$ cat config.mk
export PLATFORM = sky130hd
export DESIGN_NAME = gas_sensor_uart_frame_responder_flat
export DESIGN_NICKNAME = d
export VERILOG_FILES = /design/src/design/gsr_pkg.sv /design/src/design/gsr_in_if.sv /design/src/design/gsr_out_if.sv /design/src/design/gsr_resp_fifo.sv /design/src/design/gsr_front.sv /design/src/design/gsr_back.sv /design/src/design/gas_sensor_uart_frame_responder.sv /design/src/flat_wrapper.sv
export SDC_FILE = /design/constraint.sdc
export NUM_CORES = 1
export LEC_CHECK = 0
export ABC_CLOCK_PERIOD_IN_PS = 5700
export BUFFER_PORTS_ARGS = -buffer_cell sky130_fd_sc_hd__buf_4
export CORE_AREA = 4 4 107 109
export CTS_CLUSTER_DIAMETER = 60
export CTS_CLUSTER_SIZE = 14
export DETAILED_ROUTE_END_ITERATION = 12
export DIE_AREA = 0 0 111 113
export PLACE_DENSITY = 0.91
export SLEW_MARGIN = 20
export SYNTH_ARGS = -nofsm -noshare
export SYNTH_HDL_FRONTEND = slang
export SYNTH_SLANG_ARGS = --single-unit
$ cat constraint.sdc
create_clock -name i_clk -period 5.7 [get_ports i_clk]
set_clock_uncertainty 0.1 [all_clocks]
set_input_delay 0.285 -clock i_clk [delete_from_list [all_inputs] [get_ports i_clk]]
set_output_delay 0.285 -clock i_clk [all_outputs]
set_load 0.01 [all_outputs]
$ cat src/design/gsr_pkg.sv
// ============================================================================
// gsr_pkg - shared types and constants of the gas sensor frame responder
// Request codes, frame byte codes and the response descriptor type.
// ============================================================================
package gsr_pkg;

    // request codes carried in req_type
    typedef enum logic [1:0] {
        REQ_RX_BYTE = 2'd0,
        REQ_UPLOAD  = 2'd1,
        REQ_TIMEOUT = 2'd2,
        REQ_TX_DONE = 2'd3
    } t_req;

    // frame byte codes
    localparam logic [7:0] START_BYTE   = 8'hFF;
    localparam logic [7:0] CMD_READ     = 8'h86;
    localparam logic [7:0] CMD_SWITCH   = 8'h78;
    localparam logic [7:0] CMD_ZERO_CAL = 8'h87;
    localparam logic [7:0] CMD_SPAN_CAL = 8'h88;
    localparam logic [7:0] SUB_QUERY    = 8'h04;
    localparam logic [7:0] SUB_ACTIVE   = 8'h03;
    localparam logic [7:0] ADDR_ONE     = 8'h01;
    localparam logic [7:0] ZERO_BYTE    = 8'h00;

    // reading limit in ppm
    localparam logic signed [15:0] PPM_MAX = 16'sd100;

    // frame geometry: byte positions 0..8, position 8 holds the checksum
    localparam logic [3:0] LAST_IDX = 4'd8;
    localparam logic [3:0] POS_B1   = 4'd1;
    localparam logic [3:0] POS_B2   = 4'd2;
    localparam logic [3:0] POS_B3   = 4'd3;
    localparam logic [3:0] POS_ZERO = 4'd0;

    // default depth of the response queue
    localparam int QUEUE_DEPTH_DEF = 4;

    // response descriptor: bytes 1..3 of an outgoing frame
    typedef struct packed {
        logic [7:0] b1;
        logic [7:0] b2;
        logic [7:0] b3;
    } t_resp;

    // queue status seen by the front and back parts
    typedef struct packed {
        logic full;
        logic empty;
    } t_q_status;

endpackage

$ cat src/design/gsr_in_if.sv
// ============================================================================
// gsr_in_if - request channel
// Valid/ready channel carrying one request beat.
// ============================================================================
interface gsr_in_if;
    logic               valid;
    logic               ready;
    logic [1:0]         req_type;
    logic [7:0]         rx_byte;
    logic signed [15:0] concentration_ppm;
    logic               reading_invalid;
    logic               warming_up;

    modport source (
        output valid, req_type, rx_byte, concentration_ppm, reading_invalid, warming_up,
        input  ready
    );
    modport sink (
        input  valid, req_type, rx_byte, concentration_ppm, reading_invalid, warming_up,
        output ready
    );
endinterface

$ cat src/design/gsr_out_if.sv
// ============================================================================
// gsr_out_if - response byte channel
// Valid/ready channel carrying one transmit byte beat.
// ============================================================================
interface gsr_out_if;
    logic       valid;
    logic       ready;
    logic [7:0] tx_byte;
    logic       last_byte;

    modport source (
        output valid, tx_byte, last_byte,
        input  ready
    );
    modport sink (
        input  valid, tx_byte, last_byte,
        output ready
    );
endinterface

$ cat src/design/gsr_resp_fifo.sv
// ============================================================================
// gsr_resp_fifo - response descriptor queue
// Small register queue between the front and back parts.
// ============================================================================
module gsr_resp_fifo #(
    parameter int DEPTH = gsr_pkg::QUEUE_DEPTH_DEF
) (
    input  logic              i_clk,
    input  logic              i_rst_n,
    input  logic              i_push,
    input  gsr_pkg::t_resp    i_push_data,
    input  logic              i_pop,
    output gsr_pkg::t_resp    o_head,
    output gsr_pkg::t_q_status o_status
);
    import gsr_pkg::*;

    localparam int PW = (DEPTH > 1) ? $clog2(DEPTH) : 1;
    localparam int CW = $clog2(DEPTH + 1);

    t_resp         r_mem [DEPTH];
    logic [PW-1:0] r_wr;
    logic [PW-1:0] r_rd;
    logic [CW-1:0] r_count;

    logic do_push;
    logic do_pop;

    assign o_status.full  = (r_count == CW'(DEPTH));
    assign o_status.empty = (r_count == '0);
    assign do_push        = i_push && !o_status.full;
    assign do_pop         = i_pop && !o_status.empty;
    assign o_head         = r_mem[r_rd];

    // pointers and fill count
    always_ff @(posedge i_clk) begin
        if (!i_rst_n) begin
            r_wr    <= '0;
            r_rd    <= '0;
            r_count <= '0;
        end else begin
            if (do_push) begin
                r_wr <= (r_wr == PW'(DEPTH - 1)) ? '0 : r_wr + 1'b1;
            end
            if (do_pop) begin
                r_rd <= (r_rd == PW'(DEPTH - 1)) ? '0 : r_rd + 1'b1;
            end
            case ({do_push, do_pop})
                2'b10:   r_count <= r_count + 1'b1;
                2'b01:   r_count <= r_count - 1'b1;
                default: r_count <= r_count;
            endcase
        end
    end

    // storage, no reset needed
    always_ff @(posedge i_clk) begin
        if (do_push) begin
            r_mem[r_wr] <= i_push_data;
        end
    end

endmodule

$ cat src/design/gsr_front.sv
// ============================================================================
// gsr_front - request intake and command decode
// Gathers command frames, checks them, tracks mode and transmit busy, and
// queues one response descriptor per frame to be sent.
// ============================================================================
module gsr_front (
    input  logic               i_clk,
    input  logic               i_rst_n,
    gsr_in_if.sink             i_in,
    input  logic               i_cfg_we,
    input  logic               i_cfg_wdata,
    input  gsr_pkg::t_q_status i_q_status,
    output logic               o_push,
    output gsr_pkg::t_resp     o_push_data
);
    import gsr_pkg::*;

    // frame gathering state
    logic [3:0] r_count, n_count;
    logic [7:0] r_sum,   n_sum;     // running sum of bytes 1..7
    logic [7:0] r_b1,    n_b1;
    logic [7:0] r_b2,    n_b2;
    logic [7:0] r_b3,    n_b3;
    logic       r_query, n_query;
    logic       r_busy,  n_busy;
    logic       r_fault, n_fault;

    logic       accept;
    t_req       req;
    logic [7:0] rx_b;
    logic [7:0] reading;
    logic [7:0] sum_all;
    logic       want;
    t_resp      resp;

    assign i_in.ready = !i_q_status.full;
    assign accept     = i_in.valid && i_in.ready;
    assign req        = t_req'(i_in.req_type);
    assign rx_b       = i_in.rx_byte;
    assign sum_all    = r_sum + rx_b;

    // reported reading, clamped to 0..100
    always_comb begin
        if (i_in.warming_up || i_in.reading_invalid) begin
            reading = ZERO_BYTE;
        end else if (i_in.concentration_ppm < 16'sd0) begin
            reading = ZERO_BYTE;
        end else if (i_in.concentration_ppm > PPM_MAX) begin
            reading = PPM_MAX[7:0];
        end else begin
            reading = i_in.concentration_ppm[7:0];
        end
    end

    // next state and response decision
    always_comb begin
        n_count = r_count;
        n_sum   = r_sum;
        n_b1    = r_b1;
        n_b2    = r_b2;
        n_b3    = r_b3;
        n_query = r_query;
        n_busy  = r_busy;
        n_fault = r_fault;
        want    = 1'b0;
        resp    = '{b1: CMD_READ, b2: ZERO_BYTE, b3: reading};

        if (i_cfg_we) begin
            n_fault = i_cfg_wdata;
        end

        if (accept) begin
            case (req)
                REQ_RX_BYTE: begin
                    if (r_count == POS_ZERO && rx_b != START_BYTE) begin
                        // stray byte outside a frame
                        n_count = r_count;
                    end else if (r_count > LAST_IDX) begin
                        n_count = POS_ZERO;
                    end else if (r_count == LAST_IDX) begin
                        // checksum byte: frame complete
                        n_count = POS_ZERO;
                        if (sum_all == ZERO_BYTE && !r_fault) begin
                            if (r_b1 == CMD_READ) begin
                                want = 1'b1;
                            end else if (r_b1 == ADDR_ONE) begin
                                case (r_b2)
                                    CMD_READ: want = 1'b1;
                                    CMD_SWITCH: begin
                                        if (r_b3 == SUB_QUERY) begin
                                            n_query = 1'b1;
                                            want    = 1'b1;
                                        end else if (r_b3 == SUB_ACTIVE) begin
                                            n_query = 1'b0;
                                            want    = 1'b1;
                                        end
                                        resp = '{b1: CMD_SWITCH, b2: ADDR_ONE,
                                                 b3: ZERO_BYTE};
                                    end
                                    CMD_ZERO_CAL: begin
                                        want = 1'b1;
                                        resp = '{b1: CMD_ZERO_CAL, b2: ADDR_ONE,
                                                 b3: ZERO_BYTE};
                                    end
                                    CMD_SPAN_CAL: begin
                                        want = 1'b1;
                                        resp = '{b1: CMD_SPAN_CAL, b2: ADDR_ONE,
                                                 b3: ZERO_BYTE};
                                    end
                                    default: want = 1'b0;
                                endcase
                            end
                        end
                    end else begin
                        // body byte
                        n_count = r_count + 1'b1;
                        if (r_count == POS_ZERO) begin
                            n_sum = ZERO_BYTE;
                        end else begin
                            n_sum = sum_all;
                        end
                        if (r_count == POS_B1) n_b1 = rx_b;
                        if (r_count == POS_B2) n_b2 = rx_b;
                        if (r_count == POS_B3) n_b3 = rx_b;
                    end
                end
                REQ_UPLOAD: begin
                    want = !r_fault && !r_query;
                end
                REQ_TIMEOUT: begin
                    if (r_count != POS_ZERO && r_count <= LAST_IDX) begin
                        n_count = POS_ZERO;
                    end
                end
                REQ_TX_DONE: begin
                    n_busy = 1'b0;
                end
                default: n_busy = r_busy;
            endcase
        end

        // a response goes out only when the transmitter is free
        o_push      = want && !r_busy;
        o_push_data = resp;
        if (o_push) begin
            n_busy = 1'b1;
        end
    end

    // control state
    always_ff @(posedge i_clk) begin
        if (!i_rst_n) begin
            r_count <= POS_ZERO;
            r_query <= 1'b0;
            r_busy  <= 1'b0;
            r_fault <= 1'b0;
        end else begin
            r_count <= n_count;
            r_query <= n_query;
            r_busy  <= n_busy;
            r_fault <= n_fault;
        end
    end

    // frame payload
    always_ff @(posedge i_clk) begin
        r_sum <= n_sum;
        r_b1  <= n_b1;
        r_b2  <= n_b2;
        r_b3  <= n_b3;
    end

endmodule

$ cat src/design/gsr_back.sv
// ============================================================================
// gsr_back - response frame serializer
// Takes response descriptors from the queue and sends each as 9 byte beats.
// ============================================================================
module gsr_back (
    input  logic               i_clk,
    input  logic               i_rst_n,
    input  gsr_pkg::t_resp     i_head,
    input  gsr_pkg::t_q_status i_q_status,
    output logic               o_pop,
    gsr_out_if.source          o_out
);
    import gsr_pkg::*;

    logic       r_active, n_active;
    logic [3:0] r_idx,    n_idx;
    t_resp      r_desc,   n_desc;
    logic [7:0] r_chk,    n_chk;

    logic       beat;
    logic       last;

    assign last            = (r_idx == LAST_IDX);
    assign beat            = o_out.valid && o_out.ready;
    assign o_out.valid     = r_active;
    assign o_out.last_byte = last;

    // byte select for the current position
    always_comb begin
        case (r_idx)
            POS_ZERO: o_out.tx_byte = START_BYTE;
            POS_B1:   o_out.tx_byte = r_desc.b1;
            POS_B2:   o_out.tx_byte = r_desc.b2;
            POS_B3:   o_out.tx_byte = r_desc.b3;
            LAST_IDX: o_out.tx_byte = r_chk;
            default:  o_out.tx_byte = ZERO_BYTE;
        endcase
    end

    // advance and reload from the queue
    always_comb begin
        n_active = r_active;
        n_idx    = r_idx;
        n_desc   = r_desc;
        n_chk    = r_chk;
        o_pop    = 1'b0;
        if (!r_active || (beat && last)) begin
            n_active = !i_q_status.empty;
            if (!i_q_status.empty) begin
                o_pop  = 1'b1;
                n_idx  = POS_ZERO;
                n_desc = i_head;
                n_chk  = ZERO_BYTE - (i_head.b1 + i_head.b2 + i_head.b3);
            end
        end else if (beat) begin
            n_idx = r_idx + 1'b1;
        end
    end

    always_ff @(posedge i_clk) begin
        if (!i_rst_n) begin
            r_active <= 1'b0;
            r_idx    <= POS_ZERO;
        end else begin
            r_active <= n_active;
            r_idx    <= n_idx;
        end
    end

    always_ff @(posedge i_clk) begin
        r_desc <= n_desc;
        r_chk  <= n_chk;
    end

endmodule

$ cat src/design/gas_sensor_uart_frame_responder.sv
// ============================================================================
// gas_sensor_uart_frame_responder - sensor command frame responder
// Gathers 9-byte command frames and answers with 9-byte response frames.
// ============================================================================
//  channel   dir  handshake        payload
//  i_in      in   valid / ready    req_type, rx_byte, concentration_ppm,
//                                  reading_invalid, warming_up
//  o_out     out  valid / ready    tx_byte, last_byte
//  cfg       in   i_cfg_we         i_cfg_wdata (fault_active)
//
//  One request beat per cycle. The first byte of a response is valid on o_out
//  once its descriptor has passed through the response queue and has been
//  loaded into the serializer. A frame takes 9 byte beats, and frames follow
//  back to back while the sink is ready. Reset is synchronous and clears all
//  control state. The front stalls only when the response queue is full; the
//  byte serializer drains it independently of incoming requests.
// ============================================================================
module gas_sensor_uart_frame_responder #(
    parameter int QUEUE_DEPTH = gsr_pkg::QUEUE_DEPTH_DEF
) (
    input  logic      i_clk,
    input  logic      i_rst_n,
    gsr_in_if.sink    i_in,
    gsr_out_if.source o_out,
    input  logic      i_cfg_we,
    input  logic      i_cfg_wdata
);
    import gsr_pkg::*;

    logic      push;
    t_resp     push_data;
    logic      pop;
    t_resp     head;
    t_q_status q_status;

    gsr_front u_front (
        .i_clk       (i_clk),
        .i_rst_n     (i_rst_n),
        .i_in        (i_in),
        .i_cfg_we    (i_cfg_we),
        .i_cfg_wdata (i_cfg_wdata),
        .i_q_status  (q_status),
        .o_push      (push),
        .o_push_data (push_data)
    );

    gsr_resp_fifo #(
        .DEPTH (QUEUE_DEPTH)
    ) u_fifo (
        .i_clk       (i_clk),
        .i_rst_n     (i_rst_n),
        .i_push      (push),
        .i_push_data (push_data),
        .i_pop       (pop),
        .o_head      (head),
        .o_status    (q_status)
    );

    gsr_back u_back (
        .i_clk      (i_clk),
        .i_rst_n    (i_rst_n),
        .i_head     (head),
        .i_q_status (q_status),
        .o_pop      (pop),
        .o_out      (o_out)
    );

endmodule

$ cat src/flat_wrapper.sv
// flat-port wrapper written by rule: the top's interface ports become plain ports
module gas_sensor_uart_frame_responder_flat import gsr_pkg::*;
#(
    parameter int QUEUE_DEPTH = gsr_pkg::QUEUE_DEPTH_DEF
)
  (i_clk, i_rst_n, i_cfg_we, i_cfg_wdata, i_in_valid, i_in_req_type, i_in_rx_byte, i_in_concentration_ppm, i_in_reading_invalid, i_in_warming_up, i_in_ready, o_out_valid, o_out_tx_byte, o_out_last_byte, o_out_ready);
  gsr_in_if i_in_i ();
  gsr_out_if o_out_i ();
  input  logic i_clk;
  input  logic i_rst_n;
  input  logic i_cfg_we;
  input  logic i_cfg_wdata;
  input wire logic [$bits(i_in_i.valid)-1:0] i_in_valid;
  input wire logic [$bits(i_in_i.req_type)-1:0] i_in_req_type;
  input wire logic [$bits(i_in_i.rx_byte)-1:0] i_in_rx_byte;
  input wire logic [$bits(i_in_i.concentration_ppm)-1:0] i_in_concentration_ppm;
  input wire logic [$bits(i_in_i.reading_invalid)-1:0] i_in_reading_invalid;
  input wire logic [$bits(i_in_i.warming_up)-1:0] i_in_warming_up;
  output wire logic [$bits(i_in_i.ready)-1:0] i_in_ready;
  output wire logic [$bits(o_out_i.valid)-1:0] o_out_valid;
  output wire logic [$bits(o_out_i.tx_byte)-1:0] o_out_tx_byte;
  output wire logic [$bits(o_out_i.last_byte)-1:0] o_out_last_byte;
  input wire logic [$bits(o_out_i.ready)-1:0] o_out_ready;
  assign i_in_i.valid = i_in_valid;
  assign i_in_i.req_type = i_in_req_type;
  assign i_in_i.rx_byte = i_in_rx_byte;
  assign i_in_i.concentration_ppm = i_in_concentration_ppm;
  assign i_in_i.reading_invalid = i_in_reading_invalid;
  assign i_in_i.warming_up = i_in_warming_up;
  assign i_in_ready = i_in_i.ready;
  assign o_out_valid = o_out_i.valid;
  assign o_out_tx_byte = o_out_i.tx_byte;
  assign o_out_last_byte = o_out_i.last_byte;
  assign o_out_i.ready = o_out_ready;
  gas_sensor_uart_frame_responder #(.QUEUE_DEPTH(QUEUE_DEPTH)) u_core (.i_clk(i_clk), .i_rst_n(i_rst_n), .i_in(i_in_i), .o_out(o_out_i), .i_cfg_we(i_cfg_we), .i_cfg_wdata(i_cfg_wdata));
endmodule
## Word-level counts from Yosys, hierarchy flattened

Memory sizes are Yosys's and may differ from the RTL's. A register that Yosys moved wholly into a read port is not among the register bits.
Index checks and enable logic that the tools add are counted.

- Add/subtract/negate cells: 10
- $lt $le $gt $ge: 4
- Equality and inequality tests: 28
- Muxes and demuxes: 46
- Bitwise logic cells: 5
- Reduce and logical (&&, ||, !) cells: 40

Operators with widths:

| operator | count |
|---|---|
| 24-bit two-way mux | 8 |
| 24-bit case mux with 3 select lines | 1 |
| 8-bit case mux with 5 select lines | 1 |
| 8-bit == test (second input constant) | 4 |
| 4-bit two-way mux | 7 |
| 8-bit adder | 3 |
| 8-bit two-way mux | 3 |
| 1-bit two-way mux | 18 |
| 6-bit AND reduction | 3 |
| 4-bit by 2-bit == test with 1-bit output (second input constant) | 4 |
| 16-bit by 8-bit greater-than comparator with 1-bit output (second input constant) | 1 |
| 16-bit by 1-bit < comparator with 1-bit output (second input constant) | 1 |
| 2-bit nonzero test | 6 |
| 2-bit == test (second input constant) | 5 |
| 1-bit logical AND | 10 |
| 10-bit AND reduction | 1 |
| 4-bit by 1-bit adder with 4-bit output (second input constant) | 2 |
| 4-bit by 1-bit == test with 1-bit output (second input constant) | 2 |
| 4-bit == test (second input constant) | 2 |
| 8-bit by 1-bit == test with 1-bit output (second input constant) | 1 |
| 8-bit by 2-bit == test with 1-bit output (second input constant) | 1 |
| 8-bit by 3-bit == test with 1-bit output (second input constant) | 1 |
| 8-bit by 7-bit == test with 1-bit output (second input constant) | 1 |
| 4-bit zero test | 2 |
| other kinds (25) | 45 |

- Flip-flop bits (word level): 83
- Memory bits (writable): 96
- Input bits: 34
- Output and inout bits: 11
- Word-level logic and storage cells: 151
- Memories kept: 1

Memories:

| name | words | width | rd ports | clocked after memory_dff | wr ports | RTL line | text |
|---|---|---|---|---|---|---|---|
| u_core.u_fifo.r_mem | 4 | 24 | 1 | 1 | 1 | gsr_resp_fifo.sv:21 | `t_resp r_mem [DEPTH];` |

## Logic depth before layout (Yosys ltp)

Gate-level depths: netlist of the first run.

- Depth in word-level cells: 16
- Depth in mapped cells: 13
- Depth with buffers taken out: 13

## Modules after synthesis

From an unflattened synthesis of the first run, not the netlist that was laid out.

- Cell total of the unflattened synthesis: 564
- Area total of the unflattened synthesis: 8354.3 µm²

By module, submodules not included:

| module | instances | cells each | area an instance (µm²) | sequential area each (µm²) |
|---|---|---|---|---|
| gsr_resp_fifo | 1 | 182 | 3997.6 | 3062.9 |
| gsr_front | 1 | 201 | 2257.2 | 1101.1 |
| gsr_back | 1 | 181 | 2099.5 | 1061.0 |

## Worst setup path before layout of the first run

OpenSTA, ideal clock, no wires.

- Path type: reg2reg
- Start point: register with a tool-made name
- End point: register u_core.u_back.r_chk[7], data pin
- Setup time: 0.259 ns
- Arrival time: 3.657 ns
- Required time: 5.341 ns
- Slack: 1.684 ns
- Cell stages (with the launch flop): 14
- Path buffers: 2
- Period minus slack after synthesis: 4.016 ns
- Cells stage by stage: dfxtp_1 > clkbuf_1 > buf_1 > mux4_2 > ha_1 > inv_1 > fa_1 > ha_1 > fa_1 > a21o_1 > a21oi_1 > o21bai_1 > a21oi_1 > xnor2_1

RTL lines:

| element | RTL line | text |
|---|---|---|
| end signal: assignment | gsr_back.sv:72 | `r_chk <= n_chk;` |
| end: declaration | gsr_back.sv:18 | `logic [7:0] r_chk, n_chk;` |

## Final worst setup path of the first run

- Start point: input port i_in_rx_byte[0]
- End point: register u_core.u_fifo.r_count[2]

- Cells in the longest elaborated chain, start to end: 13
- Elaborated cells on any way between the ends: 17
- Classes of those cells: 1 x add/sub; 3 x eq/ne; 7 x mux; 6 x reduce/logical

RTL lines:

| element | RTL line | text |
|---|---|---|
| start: declaration | flat_wrapper.sv:15 | `input wire logic [$bits(i_in_i.rx_byte)-1:0] i_in_rx_byte;` |
| 8-bit adder | gsr_front.sv:40 | `assign sum_all = r_sum + rx_b;` |
| 8-bit zero test | gsr_front.sv:83 | `if (sum_all == ZERO_BYTE && !r_fault) begin` |
| 1-bit logical AND | gsr_front.sv:83 |  |
| 1-bit two-way mux | gsr_front.sv:83 |  |
| 1-bit two-way mux | gsr_front.sv:80 | `end else if (r_count == LAST_IDX) begin` |
| 1-bit two-way mux | gsr_front.sv:78 | `end else if (r_count > LAST_IDX) begin` |
| 1-bit two-way mux (*) | gsr_front.sv:75 | `if (r_count == POS_ZERO && rx_b != START_BYTE) begin` |
| 1-bit case mux with 2 select lines (*) | gsr_front.sv:73 | `case (req)` |
| 1-bit two-way mux (*) | gsr_front.sv:72 | `if (accept) begin` |
| 1-bit logical AND (*) | gsr_front.sv:143 | `o_push = want && !r_busy;` |
| 1-bit logical AND (*) | gsr_resp_fifo.sv:31 | `assign do_push = i_push && !o_status.full;` |
| 2-bit by 1-bit == test with 1-bit output or 2-bit == test (tied branches) | gsr_resp_fifo.sv:48 | `case ({do_push, do_pop})` |
| 3-bit case mux with 2 select lines or 2-bit nonzero test (tied branches) | n/a |  |
| end signal: assignment | gsr_resp_fifo.sv:49 | `2'b10: r_count <= r_count + 1'b1;` |
| end signal: assignment | gsr_resp_fifo.sv:50 | `2'b01: r_count <= r_count - 1'b1;` |
| end signal: assignment | gsr_resp_fifo.sv:51 | `default: r_count <= r_count;` |
| end: declaration | gsr_resp_fifo.sv:24 | `logic [CW-1:0] r_count;` |

Mark *: on every way between the ends. The rest lies on a longest branch, timed or not.
A chain may end at the register's enable or synchronous reset.

==> results of run 1 <==
## synth_stat cells, drive strengths merged, types with 3 or more instances
| library cell | number | share of area [%] |
|---|---|---|
| edfxtp | 110 | 53 |
| ha | 38 | 7.6 |
| nor2 | 33 | 2.0 |
| inv | 31 | 1.9 |
| dfxtp | 21 | 6.7 |
| nand2 | 19 | 1.1 |
| a21oi | 16 | 1.3 |
| mux4 | 14 | 5.1 |
| xnor2 | 11 | 1.5 |
| and2 | 10 | 1.0 |
| nand3 | 10 | 0.80 |
| clkbuf | 9 | 0.54 |
| nor2b | 9 | 0.90 |
| nor3 | 9 | 0.72 |
| o21ai | 9 | 0.72 |
| a21boi | 7 | 0.84 |
| a221o | 6 | 0.96 |
| nand4 | 6 | 0.60 |
| nand4b | 5 | 0.70 |
| nor3b | 5 | 0.60 |
| o21a | 5 | 0.60 |
| or2 | 5 | 0.50 |
| xor2 | 5 | 0.70 |
| a211oi | 4 | 0.48 |
| fa | 4 | 1.3 |
| mux2i | 4 | 0.64 |
| nor4 | 4 | 0.40 |
| nor4b | 4 | 0.66 |
| a21o | 3 | 0.36 |
| a31oi | 3 | 0.30 |
| and4b | 3 | 0.48 |
| nand3b | 3 | 0.36 |
| or3 | 3 | 0.30 |
| or4 | 3 | 0.42 |
| or4b | 3 | 0.48 |
## per-layer routing
metal	vias up	routed length, um
li1	1890	-
met5	-	0
met3	29	701
met2	157	6810
met4	0	281
met1	1961	4910
## worst max-delay path, stage by stage
cell and delay, ps:
dlygate4sd3_1 530, buf_4 150, ha_1 230, fa_1 450, a211o_1 350, and4b_1 190
a211oi_1 410, o211ai_1 280, o31ai_4 380, inv_2 100, ha_1 250, fa_1 390
xnor2_1 140, or3_1 310, a21boi_0 200
## power by group
group          internal [W]  switching (W)
clock              0.000759       0.000413
combinational      0.000339       0.000413
sequential          0.00122      0.0000574
total               0.00232       0.000883
## cell type report
class / instances / area (sq um)
flip-flops and latches: 131 / 3720
fillers: 639 / 3130
multi-input cells: 289 / 2360
repair buffers: 57 / 455
clock buffers: 17 / 414
clock inverters: 15 / 231
well taps: 140 / 175
inverters: 31 / 116
## cell families after synthesis
logic type               synth area share (%)
flip-flops                               59.8
other                                  0.0602
AO/OA/AOI/OAI                            7.85
adder cells (fa/ha/maj)                  8.92
multiplexers                             5.70
AND/OR/NAND/NOR                          12.9
buffers and inverters                    2.55
XOR/XNOR                                 2.25
## sequential cells by signal, indices dropped and copies added (netlist names), named ones only
register	flops
u_core.u_front.r_count	4
u_core.u_front.r_b1	8
u_core.u_front.r_fault	1
u_core.u_front.r_b3	8
u_core.u_back.r_chk	8
u_core.u_fifo.r_wr	2
u_core.u_front.r_query	1
u_core.u_front.r_sum	8
u_core.u_back.r_idx	4
u_core.u_fifo.r_rd	2
u_core.u_front.r_b2	8
u_core.u_fifo.r_mem	56
u_core.u_front.r_busy	1
u_core.u_back.r_desc	14
u_core.u_fifo.r_count	3
u_core.u_back.o_out.valid	1
## path summary, 6_finish.rpt
| kind | endpoint |
|---|---|
| setup / recovery | u_core.u_fifo.r_count[2] |
| hold / removal | u_core.u_front.r_busy |
| setup reg to reg | u_core.u_fifo.r_count[2] |
| hold reg to reg | u_core.u_front.r_busy |
## what timing repair did
item	CTS	global route
gates resized for setup	0	0
hold buffers	11	0
hold endpoints to repair	27	0
## metrics by stage
step	cell area, sq um	std cells	util, %
after detailed placement	6720	637	63.4
after CTS	7480	680	70.5
after global placement	6720	637	63.4
final	7480	680	70.5
after floorplan	6240	462	-
after global routing	7480	680	70.5
==> impl_metrics.ini, run 1 <==
[cts]
clock_sinks = 131
cts_buffer_depth = 2
cts_tree = yes
clk_latency_ps = 530
htree_levels = 4
cts-root-buf = clkbuf_8
post_cts_buffers = 0
path_clk_slew_ps = 60
cts-buffers-inserted = 17

[placement]
place_hpwl_um = 8670
dp_slack_ps = 1450
io_buffers = 44
place_congestion = 0.893

[pwr]
irDropWorstVdd_mv = 0.268
p_leak_nw = 2.82
powerDensity_nw_per_um2 = 428
power.total_w = 0.00320

[timing]
hold_viol_final = 0
holdWs_ps = 15.0
setup_viol = 0
worst_pin_slew_ps = 862
slew_violations = 0
slew_headroom_pct = 42.0
rsz0062_at_grt = false
max_freq_mhz = 233
period_share_pct = 75.4
timing.final.ws_setup_ps = 1400
min_period_ps = 4300
fin_tns_setup_ps = 0

[die]
die_h_um = 113
io_pins = 45
rows = 38
start_util_pct = 58.8
die_w_um = 111
core_sq_um = 10600
die_area_sq_um = 12500

[worst_setup_path]
end_kind = flop
critPathKind = input pin to flop
startpoint = i_in_rx_byte[0]
cp_max_fo = 5
crit_path_start_kind = input pin
rrSetupSlack_ps = 1470
cp.arrival_ps = 4650
r2r-start = u_core.u_front.r_sum[0]
crit_required_ps = 6050
r2r_cells = 13

[synthesis]
synth_edf_count = 110
ys_seq_elements = 131
netlist_area_sq_um = 6230
async_flop_share_pct = 0
synth_flop_cell = edfxtp_1
synthCells = 459
yosysSeqAreaShare_pct = 59.8
synth_cell_types = 62
avgSynthCellArea_sq_um = 13.6
ys_warn_count = 0

[global_routing]
antenna_found_initial = 0
grt_pass1_wl_um = 21100
busiest_layer = met2
grt_max_degree = 25
globalRouteMet3Util_pct = 5.08
grt.overflow.total = 0
grtUsageTotal_pct = 21.8
met1_usage_pct = 25.4
use_met2_pct = 39.0
grt_pass1_vias = 4203

[drt]
wl_um = 12700
route.detailed.drc = 0
avgRoutedWirePerCell_um = 18.7
vias = 4037
ant_nets = 0
drtIter0Drc = 291
firstDrtPassIters = 5
via_per_inst = 5.94

[layout]
layout-drive-gt1-share_pct = 19.1
area_delta_synth_final_pct = 20.0
mostFrequentLayoutCells = edfxtp_1 (110), buf_4 (46), ha_1 (38), nor2_1 (33), inv_1 (30)
diodes = 0
finalNetCount = 603
final_common_cell = edfxtp_1

[job]
maxCapViolCount = 0

[min_path]
holdPathStages = 4
min_from = i_in_valid
hold_class = input pin to flop

[run_status]
status = finished clean
No activity file was read; power rests on OpenSTA's default activity.
==> run 2, diff against run 1 <==
--- a/config.mk
+++ b/config.mk
@@ -5,7 +5,7 @@
 export SDC_FILE = /design/constraint.sdc
 export NUM_CORES = 1
 export LEC_CHECK = 0
-export ABC_CLOCK_PERIOD_IN_PS = 5700
+export ABC_CLOCK_PERIOD_IN_PS = 4400
 export BUFFER_PORTS_ARGS = -buffer_cell sky130_fd_sc_hd__buf_4
 export CORE_AREA = 4 4 107 109
 export CTS_CLUSTER_DIAMETER = 60
==> constraint.sdc (replaced) <==
create_clock -name i_clk -period 4.4 [get_ports i_clk]
set_clock_uncertainty 0.1 [all_clocks]
set_input_delay 0.22 -clock i_clk [delete_from_list [all_inputs] [get_ports i_clk]]
set_output_delay 0.22 -clock i_clk [all_outputs]
set_load 0.01 [all_outputs]
==> run 2 against run 1 <==
  * First-iteration DRC count increased by 39%
  * Global-route usage increased by 0.34 points
  * Worst setup slack got worse by 1100 ps
  * Core utilization decreased by 0.28 points
  * Combinational power increased by 34%
  * Total power increased by 24%
  * Sequential power increased by 30%
  * Via count increased by 2.3%
  * Clock power increased by 10%
  * Critical path depth unchanged
  * Register-to-register slack got worse by 1200 ps
  * Largest power group unchanged
==> impl_metrics.ini, run 2 (synthesis results as in run 1) <==
[cts]
cts-buffers-inserted = 17
htree_levels = 4
cts_tree = yes
clock_sinks = 131
cts_buffer_depth = 2
path_clk_slew_ps = 60
clk_latency_ps = 520
post_cts_buffers = 0
post_cts_resized = 0
hold_buffers = 15
cts-root-buf = clkbuf_8

[layout]
layout-drive-gt1-share_pct = 18.6
final_common_cell = edfxtp_1
reg.largest.list = u_core.u_fifo.r_mem (56), u_core.u_back.r_desc (14)
area_delta_synth_final_pct = 19.5
top_register = u_core.u_fifo.r_mem
mostFrequentLayoutCells = edfxtp_1 (110), buf_4 (50), ha_1 (38), nor2_1 (33), inv_1 (30)
diodes = 0
largest_reg_flops = 56
fill_cells = 645
fin_cells = 688
finalNetCount = 611

[global_routing]
grt_max_degree = 25
grt.overflow.total = 0
antenna_found_initial = 0
grt_pass1_wl_um = 21600
grt_pass1_vias = 4356
grtUsageTotal_pct = 22.2

[placement]
io_buffers = 44
dp.cells = 641
dp_slack_ps = 406
place_hpwl_um = 8800
place_congestion = 0.917

[timing]
rsz0062_at_grt = false
period_share_pct = 93.6
max_freq_mhz = 243
min_period_ps = 4120
timing.final.ws_setup_ps = 283
worst_pin_slew_ps = 878
slew_headroom_pct = 41.3
slew_violations = 0
setup_viol = 0
fin_tns_setup_ps = 0
hold_viol_final = 0

[worst_setup_path]
critPathKind = input pin to flop
path_buf_inv = 3
cp_max_fo = 5
cp.arrival_ps = 4470
crit_required_ps = 4750
end_kind = flop
path_cells = dlygate4sd3_1 -> buf_4 -> ha_1 -> fa_1 -> a211o_1 -> and4b_1 -> a211oi_1 -> o211ai_1 -> o31ai_4 -> inv_2 -> ha_1 -> fa_1 -> xnor2_1 -> or3_1 -> a21boi_0
crit_family = compound AO/OA/AOI/OAI gates
cp_slowest_cell = dlygate4sd3_1
crit_path_start_kind = input pin
critical-path-max-stage-delay_ps = 540

[job]
maxCapViolCount = 0

[run_status]
status = finished clean

[die]
die_area_sq_um = 12500
rows = 38
die_w_um = 111
start_util_pct = 58.8
io_pins = 45
core_sq_um = 10600
die_h_um = 113

[pwr]
p_leak_nw = 2.81
irDropWorstVdd_mv = 0.309
powerDensity_nw_per_um2 = 532

[drt]
via_per_inst = 6.00
wl_met1_um = 4970
route.detailed.drc = 0
ant_nets = 0
wl_um = 13300
avgRoutedWirePerCell_um = 19.3
dr.max_layer_used = met4
vias = 4128
wl_met3_um = 689
drtIter0Drc = 405
firstDrtPassIters = 5
wl_met2_um = 7220

[min_path]
hold_class = input pin to flop
-- run 2: path summary, 6_finish.rpt --
| kind | from | to | slack [ps] | cells past startpoint |
|---|---|---|---|---|
| setup / recovery | i_in_rx_byte[0] | u_core.u_fifo.r_count[2] | 280 | 15 |
| hold / removal | o_out_ready | u_core.u_back.r_idx[1] | 30 | 4 |
| setup reg to reg | u_core.u_front.r_sum[0] | u_core.u_fifo.r_count[2] | 290 | 13 |
| hold reg to reg | u_core.u_fifo.r_rd[1] | u_core.u_fifo.r_rd[1] | 400 | 2 |
-- run 2: area by class of cell --
class	count	area, sq um	share of cell area, %
clock inverters	12	115	1.55
repair buffers	65	526	7.06
multi-input cells	289	2360	31.8
well taps	140	175	2.35
inverters	31	116	1.56
clock buffers	20	425	5.71
flip-flops and latches	131	3720	50.0
-- run 2: worst register-to-register path: stages, from the launching register on --
cell	delay [ps]
edfxtp_1	380
ha_1	240
fa_1	450
a211o_1	350
and4b_1	200
a211oi_1	270
o211ai_1	260
o31ai_4	390
inv_2	120
ha_1	270
fa_1	410
xnor2_1	150
or3_1	300
a21boi_0	160
-- run 2: routing by layer --
layer / GRT usage, % / vias to the layer above
met2: 40.6 / 146
met1: 25.2 / 2042
li1: - / 1898
met4: 8.70 / 0
met5: 0 / -
met3: 5.13 / 42
-- run 2: power breakdown --
| group | total (W) | internal, W | switching (W) |
|---|---|---|---|
| clock network | 0.00129 | 0.000795 | 0.000493 |
| logic | 0.00101 | 0.000465 | 0.000550 |
| registers | 0.00166 | 0.00158 | 0.0000836 |
-- run 2: through the flow --
| stage | power [W] | hold slack (ps) | area, sq um | utilization [%] |
|---|---|---|---|---|
| floorplan | 0.00236 | 219 | 6240 | - |
| global placement | 0.00258 | 335 | 6760 | 63.7 |
| detailed placement | 0.00265 | 342 | 6760 | 63.7 |
| CTS | 0.00398 | 4.98 | 7450 | 70.2 |
| global route | 0.00417 | 53.9 | 7450 | 70.2 |
| finish | 0.00396 | 27.5 | 7450 | 70.2 |
==> run 3, diff against run 2 <==
--- a/config.mk
+++ b/config.mk
@@ -7,12 +7,12 @@
 export LEC_CHECK = 0
 export ABC_CLOCK_PERIOD_IN_PS = 4400
 export BUFFER_PORTS_ARGS = -buffer_cell sky130_fd_sc_hd__buf_4
-export CORE_AREA = 4 4 107 109
+export CORE_AREA = 4 4 78 152
 export CTS_CLUSTER_DIAMETER = 60
 export CTS_CLUSTER_SIZE = 14
 export DETAILED_ROUTE_END_ITERATION = 12
-export DIE_AREA = 0 0 111 113
-export PLACE_DENSITY = 0.91
+export DIE_AREA = 0 0 82 156
+export PLACE_DENSITY = 0.89
 export SLEW_MARGIN = 20
 export SYNTH_ARGS = -nofsm -noshare
 export SYNTH_HDL_FRONTEND = slang
==> run 3 against run 2 <==
  * Final cell count decreased by 1.2%
  * Wire length fell by 2.1%
  * Critical path depth did not move
  * Combinational power barely moved
  * Maximum frequency decreased by 2.1%
  * Core utilization fell by 0.45 points
  * Count of clock-buffer cells in the layout is 1 higher
  * Critical path type unchanged
  * Total power shrank 0.59%
  * Die area up 2.0%
  * Global-route usage is 0.28 points higher
  * Sequential share of layout area is 0.29 points higher
  * Worst setup slack worse by 90 ps
==> impl_metrics.ini, run 3 (synthesis results as in run 1) <==
[global_routing]
grt.overflow.total = 0
grtUsageTotal_pct = 22.4
grt_pass1_wl_um = 21000
antenna_found_initial = 0
grt_max_degree = 24
grt_pass1_vias = 4370

[drt]
route.detailed.drc = 0
wl_met3_um = 454
via_per_inst = 5.95
drtIter0Drc = 187
dr.max_layer_used = met4
wl_um = 13000
ant_nets = 0
vias = 4043
wl_met1_um = 3960
wl_met2_um = 7970
avgRoutedWirePerCell_um = 19.1
firstDrtPassIters = 4

[worst_setup_path]
crit_required_ps = 4630
startpoint = i_in_rx_byte[0]
cp.arrival_ps = 4440
crit_family = compound AO/OA/AOI/OAI gates
path_buf_inv = 3
cp_slowest_cell = dlygate4sd3_1
critical-path-max-stage-delay_ps = 550
cp_max_fo = 5
end_kind = flop
critPathKind = input pin to flop
r2r_cells = 13
path_cells = dlygate4sd3_1 -> buf_4 -> ha_1 -> fa_1 -> a211o_1 -> and4b_1 -> a211oi_1 -> o211ai_1 -> o31ai_4 -> inv_2 -> ha_1 -> fa_1 -> xnor2_1 -> or3_1 -> a21boi_0
crit_path_start_kind = input pin
cp_num_cells = 15
r2r-start = u_core.u_front.r_sum[0]

[cts]
htree_levels = 4
clk_latency_ps = 410
cts_buffer_depth = 2
cts-buffers-inserted = 17
post_cts_resized = 0
clock_sinks = 131
cts_tree = yes
cts-root-buf = clkbuf_16
path_clk_slew_ps = 60

[min_path]
hold_class = input pin to flop
min_from = i_rst_n
holdPathStages = 2

[timing]
max_freq_mhz = 238
setup_viol = 0
hold_viol_final = 0
period_share_pct = 95.6
slew_headroom_pct = 51.1
fin_tns_setup_ps = 0
worst_pin_slew_ps = 734
slew_violations = 0
rsz0062_at_grt = false
min_period_ps = 4210

[layout]
mostFrequentLayoutCells = edfxtp_1 (110), buf_4 (50), ha_1 (38), nor2_1 (33), inv_1 (30)
area_delta_synth_final_pct = 18.8
largest_reg_flops = 56
diodes = 0
layout-drive-gt1-share_pct = 19.3
reg.largest.list = u_core.u_fifo.r_mem (56), u_core.u_back.r_desc (14)
fin_cells = 680
top_register = u_core.u_fifo.r_mem
finalNetCount = 606
final_common_cell = edfxtp_1
fill_cells = 694

[die]
die_w_um = 82
io_pins = 45
die_h_um = 156
die_area_sq_um = 12800
rows = 53
start_util_pct = 58.7
core_sq_um = 10600

[pwr]
power.total_w = 0.00394
p_clk_share_pct = 32.8
powerDensity_nw_per_um2 = 532
p_seq_share_pct = 42.0
p_leak_nw = 2.81
p_int_w = 0.00281
irDropWorstVdd_mv = 0.492
switching_power_w = 0.00112
switching_share_pct = 28.5
pwr-share-comb_pct = 25.2

[placement]
io_buffers = 44
dp.cells = 638
place_congestion = 0.919
place_hpwl_um = 9510

[run_status]
status = finished clean

[job]
maxCapViolCount = 0
[run 3: cell type report]
cell class | instances | area [sq um] | area share, %
flip-flops and latches | 131 | 3720 | 50.3
clock inverters | 11 | 73.8 | 0.997
clock buffers | 21 | 483 | 6.52
inverters | 31 | 116 | 1.57
well taps | 137 | 171 | 2.32
multi-input cells | 289 | 2360 | 31.9
repair buffers | 60 | 475 | 6.42
[run 3: layer usage]
metal | vias up | track usage (%)
met1 | 1983 | 19.3
met3 | 50 | 5.20
li1 | 1884 | -
met4 | 0 | 13.4
met5 | - | 0
met2 | 126 | 43.5
[run 3: path summary, 6_finish.rpt]
| kind | end | slack [ps] |
|---|---|---|
| setup / recovery | u_core.u_fifo.r_count[2] | 190 |
| hold / removal | u_core.u_front.r_count[2] | 50 |
| setup reg to reg | u_core.u_fifo.r_count[2] | 280 |
| hold reg to reg | u_core.u_front.r_busy | 410 |
[run 3: power by group through the flow]
stage / clock network (W) / registers (W) / logic, W
after floorplan: 0 / 0.00165 / 0.000714
after global placement: 0 / 0.00167 / 0.000907
after detailed placement: 0 / 0.00168 / 0.000976
after CTS: 0.00131 / 0.00166 / 0.00100
after global routing: 0.00136 / 0.00167 / 0.00110
final: 0.00129 / 0.00165 / 0.000992
[run 3: per-stage QoR]
step / setup slack [ps] / hold slack [ps] / cell area (sq um) / utilization (%)
finish: 192 / 53.1 / 7400 / 69.8
floorplan: 384 / 219 / 6240 / -
detailed placement: 423 / 339 / 6750 / 63.6
CTS: 230 / 37.4 / 7400 / 69.8
global placement: 512 / 337 / 6750 / 63.6
global route: 44.8 / 56.9 / 7400 / 69.8
[run 3: what timing repair did]
action                                 CTS  global route
hold buffers                            10             0
endpoints found under the hold margin   25             0
buffers inserted                         0             0
